<file path="config.mk">
export PLATFORM = sky130hd
export DESIGN_NAME = baro_inertial_altitude_fuser_unit
export DESIGN_NICKNAME = d
export VERILOG_FILES = /design/src/rtl/core/baif_pkg.sv /design/src/rtl/core/baif_ctrl.sv /design/src/rtl/core/baif_dp.sv /design/src/rtl/core/baro_inertial_altitude_fuser_unit.sv
export SDC_FILE = /design/constraint.sdc
export NUM_CORES = 2
export LEC_CHECK = 0
export BUFFER_PORTS_ARGS = -buffer_cell sky130_fd_sc_hd__buf_2
export CORE_MARGIN = 2
export CORE_UTILIZATION = 60
export DETAILED_ROUTE_END_ITERATION = 16
export GPL_ROUTABILITY_DRIVEN = 0
export PLACE_DENSITY = 0.78
export SETUP_SLACK_MARGIN = 0.15
export SYNTH_ARGS = -nofsm -noshare
export SYNTH_HDL_FRONTEND = slang
export SYNTH_SLANG_ARGS = --single-unit
</file>
<file path="constraint.sdc">
create_clock -name clk -period 13.25 [get_ports clk]
set_clock_uncertainty 0.15 [all_clocks]
set_input_delay 2.65 -clock clk [delete_from_list [all_inputs] [get_ports clk]]
set_output_delay 2.65 -clock clk [all_outputs]
set_load 0.01 [all_outputs]
</file>
<file path="src/rtl/core/baif_pkg.sv">
// shared types, constants and helpers for the baro/inertial altitude fuser
`timescale 1ns / 1ps
package baif_pkg;

  // register map
  localparam int unsigned CfgIdxW = 3;
  localparam logic [CfgIdxW-1:0] REG_POS_GAIN = 3'd0;
  localparam logic [CfgIdxW-1:0] REG_SPD_GAIN = 3'd1;
  localparam logic [CfgIdxW-1:0] REG_SPD_GATE = 3'd2;
  localparam logic [CfgIdxW-1:0] REG_TIMEOUT  = 3'd3;
  localparam logic [CfgIdxW-1:0] REG_LOST_LIM = 3'd4;

  // register reset values
  localparam logic [15:0]        POS_GAIN_RST = 16'd328;
  localparam logic [15:0]        SPD_GAIN_RST = 16'd6554;
  localparam logic signed [31:0] SPD_GATE_RST = 32'sd65536;
  localparam logic [15:0]        TIMEOUT_RST  = 16'd600;
  localparam logic [3:0]         LOST_LIM_RST = 4'd10;

  // two pi in q16.16
  localparam logic signed [20:0] TWO_PI_Q16 = 21'sd411775;

  // restoring divider: 33-bit magnitude shifted up by 16
  localparam int unsigned DivSteps = 49;
  localparam int unsigned DivCntW  = 6;

  localparam logic [3:0] LOST_MAX = 4'd15;

  typedef struct packed {
    logic               func;
    logic               sample_ready;
    logic [23:0]        alt_raw;
    logic signed [31:0] speed_in;
    logic [15:0]        dt;
    logic [31:0]        tick_now;
  } in_item_t;

  typedef struct packed {
    logic signed [31:0] position_out;
    logic signed [31:0] speed_out;
    logic signed [31:0] baro_altitude;
    logic               start_conversion;
    logic               sensor_healthy;
    logic [3:0]         lost_samples;
  } out_item_t;

  typedef enum logic [4:0] {
    CMD_NONE,
    CMD_LOAD,
    CMD_EVAL,
    CMD_MUL_TRAP,
    CMD_ADD_TRAP,
    CMD_MUL_PC1,
    CMD_MUL_C2,
    CMD_MUL_PULL,
    CMD_ADD_PULL,
    CMD_DIV_INIT,
    CMD_DIV_STEP,
    CMD_DIV_END,
    CMD_MUL_SC1,
    CMD_MUL_CORR,
    CMD_ADD_CORR,
    CMD_COMMIT,
    CMD_OUT
  } cmd_e;

  typedef struct packed {
    logic fuse;
    logic div_last;
    logic gate;
  } stat_t;

  typedef enum logic [4:0] {
    S_IDLE,
    S_EVAL,
    S_TRAP_M,
    S_TRAP_A,
    S_PC1,
    S_PC2,
    S_PULL_M,
    S_PULL_A,
    S_DIV_I,
    S_DIV,
    S_DIV_E,
    S_SC1,
    S_SC2,
    S_CORR_M,
    S_CORR_A,
    S_COMMIT,
    S_DONE
  } state_e;

  function automatic logic signed [31:0] sat32(input logic signed [63:0] x);
    logic signed [31:0] r;
    if (x > 64'sd2147483647) begin
      r = 32'sh7FFFFFFF;
    end else if (x < -64'sd2147483648) begin
      r = 32'sh80000000;
    end else begin
      r = x[31:0];
    end
    return r;
  endfunction

endpackage

</file>
<file path="src/rtl/core/baif_ctrl.sv">
// sequencer for the fuser datapath
`timescale 1ns / 1ps
module baif_ctrl
  import baif_pkg::*;
(
  input  logic  clk,
  input  logic  rst,
  input  logic  in_valid,
  output logic  in_stall,
  output logic  out_valid,
  input  logic  out_stall,
  input  stat_t stat,
  output cmd_e  cmd
);

  state_e state, state_next;

  always_ff @(posedge clk) begin
    if (rst) begin
      state     <= S_IDLE;
      out_valid <= 1'b0;
    end else begin
      state <= state_next;
      if (cmd == CMD_OUT) begin
        out_valid <= 1'b1;
      end else if (!out_stall) begin
        out_valid <= 1'b0;
      end
    end
  end

  assign in_stall = (state != S_IDLE);

  always_comb begin
    state_next = state;
    cmd        = CMD_NONE;
    case (state)
      S_IDLE: begin
        if (in_valid) begin
          cmd        = CMD_LOAD;
          state_next = S_EVAL;
        end
      end
      S_EVAL: begin
        cmd        = CMD_EVAL;
        state_next = stat.fuse ? S_TRAP_M : S_DONE;
      end
      S_TRAP_M: begin
        cmd        = CMD_MUL_TRAP;
        state_next = S_TRAP_A;
      end
      S_TRAP_A: begin
        cmd        = CMD_ADD_TRAP;
        state_next = S_PC1;
      end
      S_PC1: begin
        cmd        = CMD_MUL_PC1;
        state_next = S_PC2;
      end
      S_PC2: begin
        cmd        = CMD_MUL_C2;
        state_next = S_PULL_M;
      end
      S_PULL_M: begin
        cmd        = CMD_MUL_PULL;
        state_next = S_PULL_A;
      end
      S_PULL_A: begin
        cmd        = CMD_ADD_PULL;
        state_next = S_DIV_I;
      end
      S_DIV_I: begin
        cmd        = CMD_DIV_INIT;
        state_next = S_DIV;
      end
      S_DIV: begin
        cmd = CMD_DIV_STEP;
        if (stat.div_last) begin
          state_next = S_DIV_E;
        end
      end
      S_DIV_E: begin
        cmd        = CMD_DIV_END;
        state_next = S_SC1;
      end
      S_SC1: begin
        if (stat.gate) begin
          cmd        = CMD_MUL_SC1;
          state_next = S_SC2;
        end else begin
          state_next = S_COMMIT;
        end
      end
      S_SC2: begin
        cmd        = CMD_MUL_C2;
        state_next = S_CORR_M;
      end
      S_CORR_M: begin
        cmd        = CMD_MUL_CORR;
        state_next = S_CORR_A;
      end
      S_CORR_A: begin
        cmd        = CMD_ADD_CORR;
        state_next = S_COMMIT;
      end
      S_COMMIT: begin
        cmd        = CMD_COMMIT;
        state_next = S_DONE;
      end
      S_DONE: begin
        if (!out_valid || !out_stall) begin
          cmd        = CMD_OUT;
          state_next = S_IDLE;
        end
      end
      default: begin
        state_next = S_IDLE;
      end
    endcase
  end

endmodule

</file>
<file path="src/rtl/core/baif_dp.sv">
// fuser datapath: registers, state, shared multiplier and serial divider
`timescale 1ns / 1ps
module baif_dp
  import baif_pkg::*;
(
  input  logic               clk,
  input  logic               rst,
  input  logic               cfg_we,
  input  logic [CfgIdxW-1:0] cfg_index,
  input  logic [31:0]        cfg_data,
  input  in_item_t           in_data,
  input  cmd_e               cmd,
  output stat_t              stat,
  output out_item_t          out_data
);

  logic [15:0]        pos_gain, spd_gain, tmo;
  logic signed [31:0] spd_gate;
  logic [3:0]         lost_lim;

  in_item_t           in_q;
  logic signed [31:0] position, prev_speed, prev_pos, altitude, alt_off;
  logic [31:0]        stamp [2];
  logic [3:0]         lost_cnt;
  logic               healthy;

  logic signed [31:0] speed_res, derived;
  logic               start_q, gate_q, neg_q, nz_q;
  logic signed [54:0] prod;
  logic [48:0]        quo;
  logic [16:0]        rem;
  logic [DivCntW-1:0] dcnt;

  logic signed [33:0] mul_a;
  logic signed [20:0] mul_b;
  logic signed [54:0] prod_r16, prod_r17;
  logic signed [31:0] alt_q;
  logic signed [33:0] pos_diff;
  logic [33:0]        pos_mag;
  logic [17:0]        rem_sh;
  logic [17:0]        rem_sub;
  logic signed [31:0] derived_next;
  logic               timed_out;
  logic [3:0]         lost_inc;

  assign prod_r16 = (prod + 55'sd32768) >>> 16;
  assign prod_r17 = (prod + 55'sd65536) >>> 17;
  assign alt_q    = {in_q.alt_raw, 8'h00};
  assign pos_diff = {{2{position[31]}}, position} - {{2{prev_pos[31]}}, prev_pos};
  assign pos_mag  = pos_diff[33] ? -pos_diff : pos_diff;
  assign rem_sh   = {rem, quo[48]};
  assign rem_sub  = rem_sh - {2'b00, in_q.dt};
  assign timed_out = (in_q.tick_now - stamp[in_q.func]) > {16'h0000, tmo};
  assign lost_inc  = (lost_cnt < LOST_MAX) ? lost_cnt + 4'd1 : lost_cnt;

  // operand select for the shared multiplier
  always_comb begin
    mul_a = '0;
    mul_b = '0;
    case (cmd)
      CMD_MUL_TRAP: begin
        mul_a = {{2{prev_speed[31]}}, prev_speed} + {{2{in_q.speed_in[31]}}, in_q.speed_in};
        mul_b = {5'b0, in_q.dt};
      end
      CMD_MUL_PC1: begin
        mul_a = {18'b0, in_q.dt};
        mul_b = {5'b0, pos_gain};
      end
      CMD_MUL_SC1: begin
        mul_a = {18'b0, in_q.dt};
        mul_b = {5'b0, spd_gain};
      end
      CMD_MUL_C2: begin
        mul_a = prod_r16[33:0];
        mul_b = TWO_PI_Q16;
      end
      CMD_MUL_PULL: begin
        mul_a = {{2{altitude[31]}}, altitude} - {{2{position[31]}}, position};
        mul_b = prod_r16[20:0];
      end
      CMD_MUL_CORR: begin
        mul_a = {{2{derived[31]}}, derived} - {{2{in_q.speed_in[31]}}, in_q.speed_in};
        mul_b = prod_r16[20:0];
      end
      default: begin
        mul_a = '0;
        mul_b = '0;
      end
    endcase
  end

  // quotient to saturated signed speed
  always_comb begin
    if (in_q.dt == 16'h0000) begin
      derived_next = neg_q ? 32'sh80000000 : (nz_q ? 32'sh7FFFFFFF : 32'sh0);
    end else if (neg_q) begin
      derived_next = (quo > 49'd2147483648) ? 32'sh80000000 : -(quo[31:0]);
    end else begin
      derived_next = (quo > 49'd2147483647) ? 32'sh7FFFFFFF : quo[31:0];
    end
  end

  always_ff @(posedge clk) begin
    if (rst) begin
      pos_gain   <= POS_GAIN_RST;
      spd_gain   <= SPD_GAIN_RST;
      spd_gate   <= SPD_GATE_RST;
      tmo        <= TIMEOUT_RST;
      lost_lim   <= LOST_LIM_RST;
      position   <= '0;
      prev_speed <= '0;
      prev_pos   <= '0;
      altitude   <= '0;
      alt_off    <= '0;
      stamp[0]   <= '0;
      stamp[1]   <= '0;
      lost_cnt   <= '0;
      healthy    <= 1'b0;
    end else begin
      if (cfg_we) begin
        case (cfg_index)
          REG_POS_GAIN: pos_gain <= cfg_data[15:0];
          REG_SPD_GAIN: spd_gain <= cfg_data[15:0];
          REG_SPD_GATE: spd_gate <= cfg_data;
          REG_TIMEOUT:  tmo      <= cfg_data[15:0];
          REG_LOST_LIM: lost_lim <= cfg_data[3:0];
          default: ;
        endcase
      end
      case (cmd)
        CMD_EVAL: begin
          if (!in_q.func) begin
            if (in_q.sample_ready) begin
              lost_cnt <= '0;
              healthy  <= 1'b1;
              alt_off  <= sat32({{32{alt_q[31]}}, alt_q} - {{32{position[31]}}, position});
              altitude <= position;
              stamp[0] <= in_q.tick_now;
            end else if (timed_out) begin
              if (lost_inc >= lost_lim) begin
                lost_cnt <= lost_lim;
                healthy  <= 1'b0;
              end else begin
                lost_cnt <= lost_inc;
              end
            end
          end else if (in_q.sample_ready) begin
            altitude <= sat32({{32{alt_q[31]}}, alt_q} - {{32{alt_off[31]}}, alt_off});
            stamp[1] <= in_q.tick_now;
          end
        end
        CMD_ADD_TRAP: begin
          position <= sat32({{32{position[31]}}, position} + {{9{prod_r17[54]}}, prod_r17});
        end
        CMD_ADD_PULL: begin
          position <= sat32({{32{position[31]}}, position} + {{9{prod_r16[54]}}, prod_r16});
        end
        CMD_COMMIT: begin
          prev_pos   <= position;
          prev_speed <= speed_res;
        end
        default: ;
      endcase
    end
  end

  // work registers, no reset needed
  always_ff @(posedge clk) begin
    prod <= mul_a * mul_b;
    case (cmd)
      CMD_LOAD: begin
        in_q <= in_data;
      end
      CMD_EVAL: begin
        speed_res <= in_q.speed_in;
        start_q   <= in_q.sample_ready || timed_out;
      end
      CMD_DIV_INIT: begin
        quo   <= {pos_mag[32:0], 16'h0000};
        rem   <= '0;
        dcnt  <= '0;
        neg_q <= pos_diff[33];
        nz_q  <= (pos_diff != 34'sd0);
      end
      CMD_DIV_STEP: begin
        dcnt <= dcnt + 1'b1;
        if (!rem_sub[17]) begin
          rem <= rem_sub[16:0];
          quo <= {quo[47:0], 1'b1};
        end else begin
          rem <= rem_sh[16:0];
          quo <= {quo[47:0], 1'b0};
        end
      end
      CMD_DIV_END: begin
        derived <= derived_next;
        gate_q  <= (derived_next < spd_gate);
      end
      CMD_ADD_CORR: begin
        speed_res <= sat32({{32{in_q.speed_in[31]}}, in_q.speed_in}
                           + {{9{prod_r16[54]}}, prod_r16});
      end
      CMD_OUT: begin
        out_data.position_out     <= position;
        out_data.speed_out        <= speed_res;
        out_data.baro_altitude    <= altitude;
        out_data.start_conversion <= start_q;
        out_data.sensor_healthy   <= healthy;
        out_data.lost_samples     <= lost_cnt;
      end
      default: ;
    endcase
  end

  assign stat.fuse     = in_q.func;
  assign stat.div_last = (dcnt == DivCntW'(DivSteps - 1));
  assign stat.gate     = gate_q;

endmodule

</file>
<file path="src/rtl/core/baro_inertial_altitude_fuser_unit.sv">
// top level of the baro/inertial altitude fuser
`timescale 1ns / 1ps
// Complementary filter for vertical position. Each input transaction is one
// tick: in calibrate mode (func 0) it records the barometer offset against the
// held position and tracks sensor health; in fuse mode (func 1) it integrates
// speed trapezoidally, pulls the position toward the barometer and corrects
// speed from the position derivative when that derivative is below the gate.
// Each tick gives exactly one output transaction. A fuse tick takes longer
// than a calibrate tick, and longer still when the speed correction
// applies. The fuse time is set by the 49-step serial divider for the
// derived speed and by the single shared 34x21 multiplier stepping through
// the terms. The next tick can be accepted in the same cycle that output
// valid rises. A finished result sits in an output register, so the next
// tick is accepted while it waits. Configuration writes land at once and
// must only be made while the block is idle.
module baro_inertial_altitude_fuser_unit
  import baif_pkg::*;
(
  input  logic               clk,
  input  logic               rst,
  // configuration
  input  logic               cfg_we,
  input  logic [CfgIdxW-1:0] cfg_index,
  input  logic [31:0]        cfg_data,
  // input ticks
  input  logic               in_valid,
  output logic               in_stall,
  input  in_item_t           in_data,
  // results
  output logic               out_valid,
  input  logic               out_stall,
  output out_item_t          out_data
);

  cmd_e  cmd;
  stat_t stat;

  // sequencer
  baif_ctrl u_ctrl (
    .clk       (clk),
    .rst       (rst),
    .in_valid  (in_valid),
    .in_stall  (in_stall),
    .out_valid (out_valid),
    .out_stall (out_stall),
    .stat      (stat),
    .cmd       (cmd)
  );

  // arithmetic and filter state
  baif_dp u_dp (
    .clk       (clk),
    .rst       (rst),
    .cfg_we    (cfg_we),
    .cfg_index (cfg_index),
    .cfg_data  (cfg_data),
    .in_data   (in_data),
    .cmd       (cmd),
    .stat      (stat),
    .out_data  (out_data)
  );

`ifndef ASSERT_OFF
  // one tick at a time: after an accept the input side closes
  a_busy_after_accept: assert property (@(posedge clk) disable iff (rst)
    (in_valid && !in_stall) |=> in_stall)
    else $error("input accepted while a tick is in flight");

  // a new result only comes out of a busy sequencer
  a_result_from_busy: assert property (@(posedge clk) disable iff (rst)
    $rose(out_valid) |-> $past(in_stall))
    else $error("result produced without a tick in work");

  // lost count never reaches its saturation value while the sensor is healthy
  a_healthy_count: assert property (@(posedge clk) disable iff (rst)
    (out_valid && out_data.sensor_healthy) |-> (out_data.lost_samples != LOST_MAX))
    else $error("healthy sensor with saturated lost count");
`endif

endmodule

</file>
==> out/qor.yml <==
status:
  outcome: "completed"
sta:
  final.setup.worst_slack_ns: 1.29
  fin_crit_sh: 0.902
  rsz0062_at_grt: "false"
  worst_pin_slew_ns: 1.33
  hold_viol: 0
  slew_headroom: 0.0959
  period_minus_slack_ns: 11.96
  slew_viol_final: 0
  finalSetupTns_ns: 0
  max_freq_mhz: 83.6
  whs_ns: 0.246
  setup_viol: 0
clock_network:
  clockBufferDepth: 3
  clk_latency_ns: 0.69
  postCtsSetupRepairBufs: 0
  numCtsBuffers: 77
  cts_hold_buf: 0
  cts_root_buf: "clkbuf_16"
  cts_resized: 0
  cts_num_sinks: 708
  htreeDepth: 3
  cts_tree: "done"
  clk_pin_slew_ns: 0.07
die:
  core-area_sq_um: 120000
  start_util: 0.604
  dieHeight_microns: 351
  rows: 127
  die_w_microns: 351
  ios: 250
  dieArea_sq_um: 123000
placed_design:
  pre_cts_slack_ns: 1.53
  dp_hpwl_mm: 185
  placed_area_sq_um: 75200
  port_buffers: 249
critical_path:
  cp_max_fo: 14
  worstPathRequired_ns: 13.69
  r2r-end: "u_dp.prod[50]$_DFF_P_"
  cp_slowest_cell: "nand3_1"
  startpoint_type: "flop"
  crit_top_cell: "fa_1"
  critPathMaxStageDelay_ns: 0.69
  r2r-start: "u_dp.position[1]$_SDFFE_PP0P_"
  cp_data_arrival_time_ns: 12.40
  rr_worst_depth: 41
  worst_setup_path_end_kind: "flop"
  r2r_slack_ns: 1.29
  crit_type: "reg2reg"
power_and_ir_drop:
  p_clk_frac: 0.366
  leakagePower_nw: 35.3
  ir_worst_vdd_v: 0.000113
  powerDensity_nw_per_um2: 81.5
  sw_frac_of_total: 0.328
  combPwrFrac: 0.232
  seqPwrFrac: 0.402
  internal_power_mw: 4.27
  p_switching_mw: 2.09
flow_run:
  maxCapViolCount: 0
yosys:
  yosysWarnings: 0
  synthFlopType: "edfxtp_1"
  synthArstFlopShare: 0
  ys_ff_latch: 708
  synth_edf_count: 412
  synth.distinct_cells: 113
  ys_seq_area_frac: 0.253
  syn_avg_cell_area_sq_um: 8.82
  syn-num-nets: 9581
  syn_area_sq_um: 72200
  syn_inst: 8188
grt:
  grt_pass1_wl_mm: 366
  gr-usage-met2: 0.570
  gr-max-usage-layer: "met2"
  met1_usage: 0.498
  grt_remaining_overflow: 0
  met3_usage: 0.131
  grt_pass1_vias: 61900
  antenna_found_initial: 17
  grt_max_degree: 121
  gr-usage-all-layers: 0.393
min_path:
  hold_depth: 0
  min_from: "u_dp.start_q$_DFFE_PN_"
  min_path_type: "reg2reg"
  min_to: "u_dp.out_data[5]$_DFFE_PP_"
detailed_routing:
  drtPass1Iterations: 9
  drc_errors: 0
  drt_iter0_drc: 7842
  ant_nets: 0
  wl_per_cell_microns: 24.4
  wirelength_mm: 244
  num_vias: 63600
  vias_per_cell: 6.38
cells_and_area:
  register_area_sq_um: 18300
  final_cell_mix: "1137 x inv_1, 1110 x nand2_1, 715 x fa_1"
  fin_nets: 9673
  fillers: 9594
  syn_to_final_growth_pct: 7.87
  final_common_cell: "inv_1"
  drive_gt1_frac: 0.0743
  fin_area_sq_um: 77900
  final_core_util: 0.651
  multi_input_area_sq_um: 48500
==> state kept, by name (all words and copies together), names as in the netlist, 40 cells and up, named ones only <==
| register | count |
|---|---|
| u_dp.stamp | 64 |
| u_dp.prod | 40 |
| u_dp.out_data | 102 |
| u_dp.in_q | 81 |
| u_dp.quo | 49 |
==> critical path, delay by kind of cell, from the launching register on <==
kind	cells	cell delay [ns]
adder cells (fa/ha/maj)	9	4.44
flip-flops	1	0.59
AO/OA/AOI/OAI	19	4.43
AND/OR/NAND/NOR	5	1.30
buffers and inverters	6	0.51
XOR/XNOR	2	0.39
==> Yosys cell counts (26+ instances only) <==
cell	number	area [sq um]
nand3b_1	27	203
or3_1	40	250
nor4_1	29	181
and3_1	74	463
dfxtp_1	296	5930
a22oi_1	31	233
fa_1	715	14300
o21bai_1	58	435
mux2i_1	54	541
a21o_1	211	1580
xor2_1	175	1530
nand2_1	1116	4190
a211oi_1	49	368
or2_2	27	169
o31ai_1	26	195
o21a_1	49	368
o211ai_1	34	255
inv_1	1138	4270
clkbuf_1	308	1160
nand4_1	81	507
ha_1	532	6660
and2_1	150	938
o21ai_1	135	676
nand3_1	121	606
o21ai_0	233	1170
nor2_1	441	1660
nor2b_1	61	382
nor3_1	114	571
a21oi_1	598	2990
nand2b_1	67	419
a31oi_1	78	488
edfxtp_1	412	12400
a22o_1	29	254
o22ai_1	40	250
xnor2_1	266	2330
==> how the worst max path moves through the flow <==
stage                                        startpoint               endpoint  slack [ns]
after floorplan           u_dp.position[1]$_SDFFE_PP0P_  u_dp.prod[47]$_DFF_P_        3.01
after global placement    u_dp.position[1]$_SDFFE_PP0P_  u_dp.prod[49]$_DFF_P_        1.78
after detailed placement  u_dp.position[1]$_SDFFE_PP0P_  u_dp.prod[49]$_DFF_P_        1.53
after CTS                 u_dp.position[1]$_SDFFE_PP0P_  u_dp.prod[50]$_DFF_P_        1.48
after global routing            u_dp.in_q[49]$_DFFE_PN_  u_dp.prod[50]$_DFF_P_        0.69
final                     u_dp.position[1]$_SDFFE_PP0P_  u_dp.prod[50]$_DFF_P_        1.29
==> kinds of logic (layout without fill, tap and decap cells) <==
| family | after synthesis | after routing | share of synthesized area |
|---|---|---|---|
| other cells | 0 | 15 | 0 |
| xor+xnor | 441 | 441 | 0.0535 |
| buf+inv | 1489 | 1645 | 0.0781 |
| mux | 62 | 62 | 0.00873 |
| flops | 708 | 708 | 0.253 |
| compound gates | 1787 | 1787 | 0.158 |
| fa+ha+maj | 1267 | 1267 | 0.293 |
| simple gates | 2434 | 2434 | 0.156 |
==> per-stage QoR <==
| step | total power [mW] | cells |
|---|---|---|
| final | 6.35 | 9971 |
| after global routing | 6.53 | 9956 |
| after CTS | 6.28 | 9956 |
| after detailed placement | 3.99 | 9813 |
| after global placement | 3.96 | 9813 |
| after floorplan | 3.53 | 8188 |
==> cell type report <==
class,count,area share
timing repair buffer,360,0.0268
multi-input combinational,5991,0.622
sequential,708,0.235
tap,1612,0.0259
inverter,1142,0.0550
antenna,15,0.000482
clock buffer,108,0.0301
clock inverter,35,0.00480
==> power by group through the flow <==
stage | clock network (mW) | registers [mW] | logic, mW
2_1_floorplan | 0 | 2.53 | 0.998
3_3_place_gp | 0 | 2.58 | 1.38
3_5_place_dp | 0 | 2.58 | 1.40
4_1_cts | 2.32 | 2.54 | 1.42
5_1_grt | 2.41 | 2.55 | 1.57
6_report | 2.32 | 2.55 | 1.48
==> metal layers <==
layer	vias to the layer above	wire length, microns
li1	27700	-
met1	30400	87400
met2	4320	100000
met3	1175	34800
met4	16	20700
met5	-	207
(Power assumes the default switching activity.)
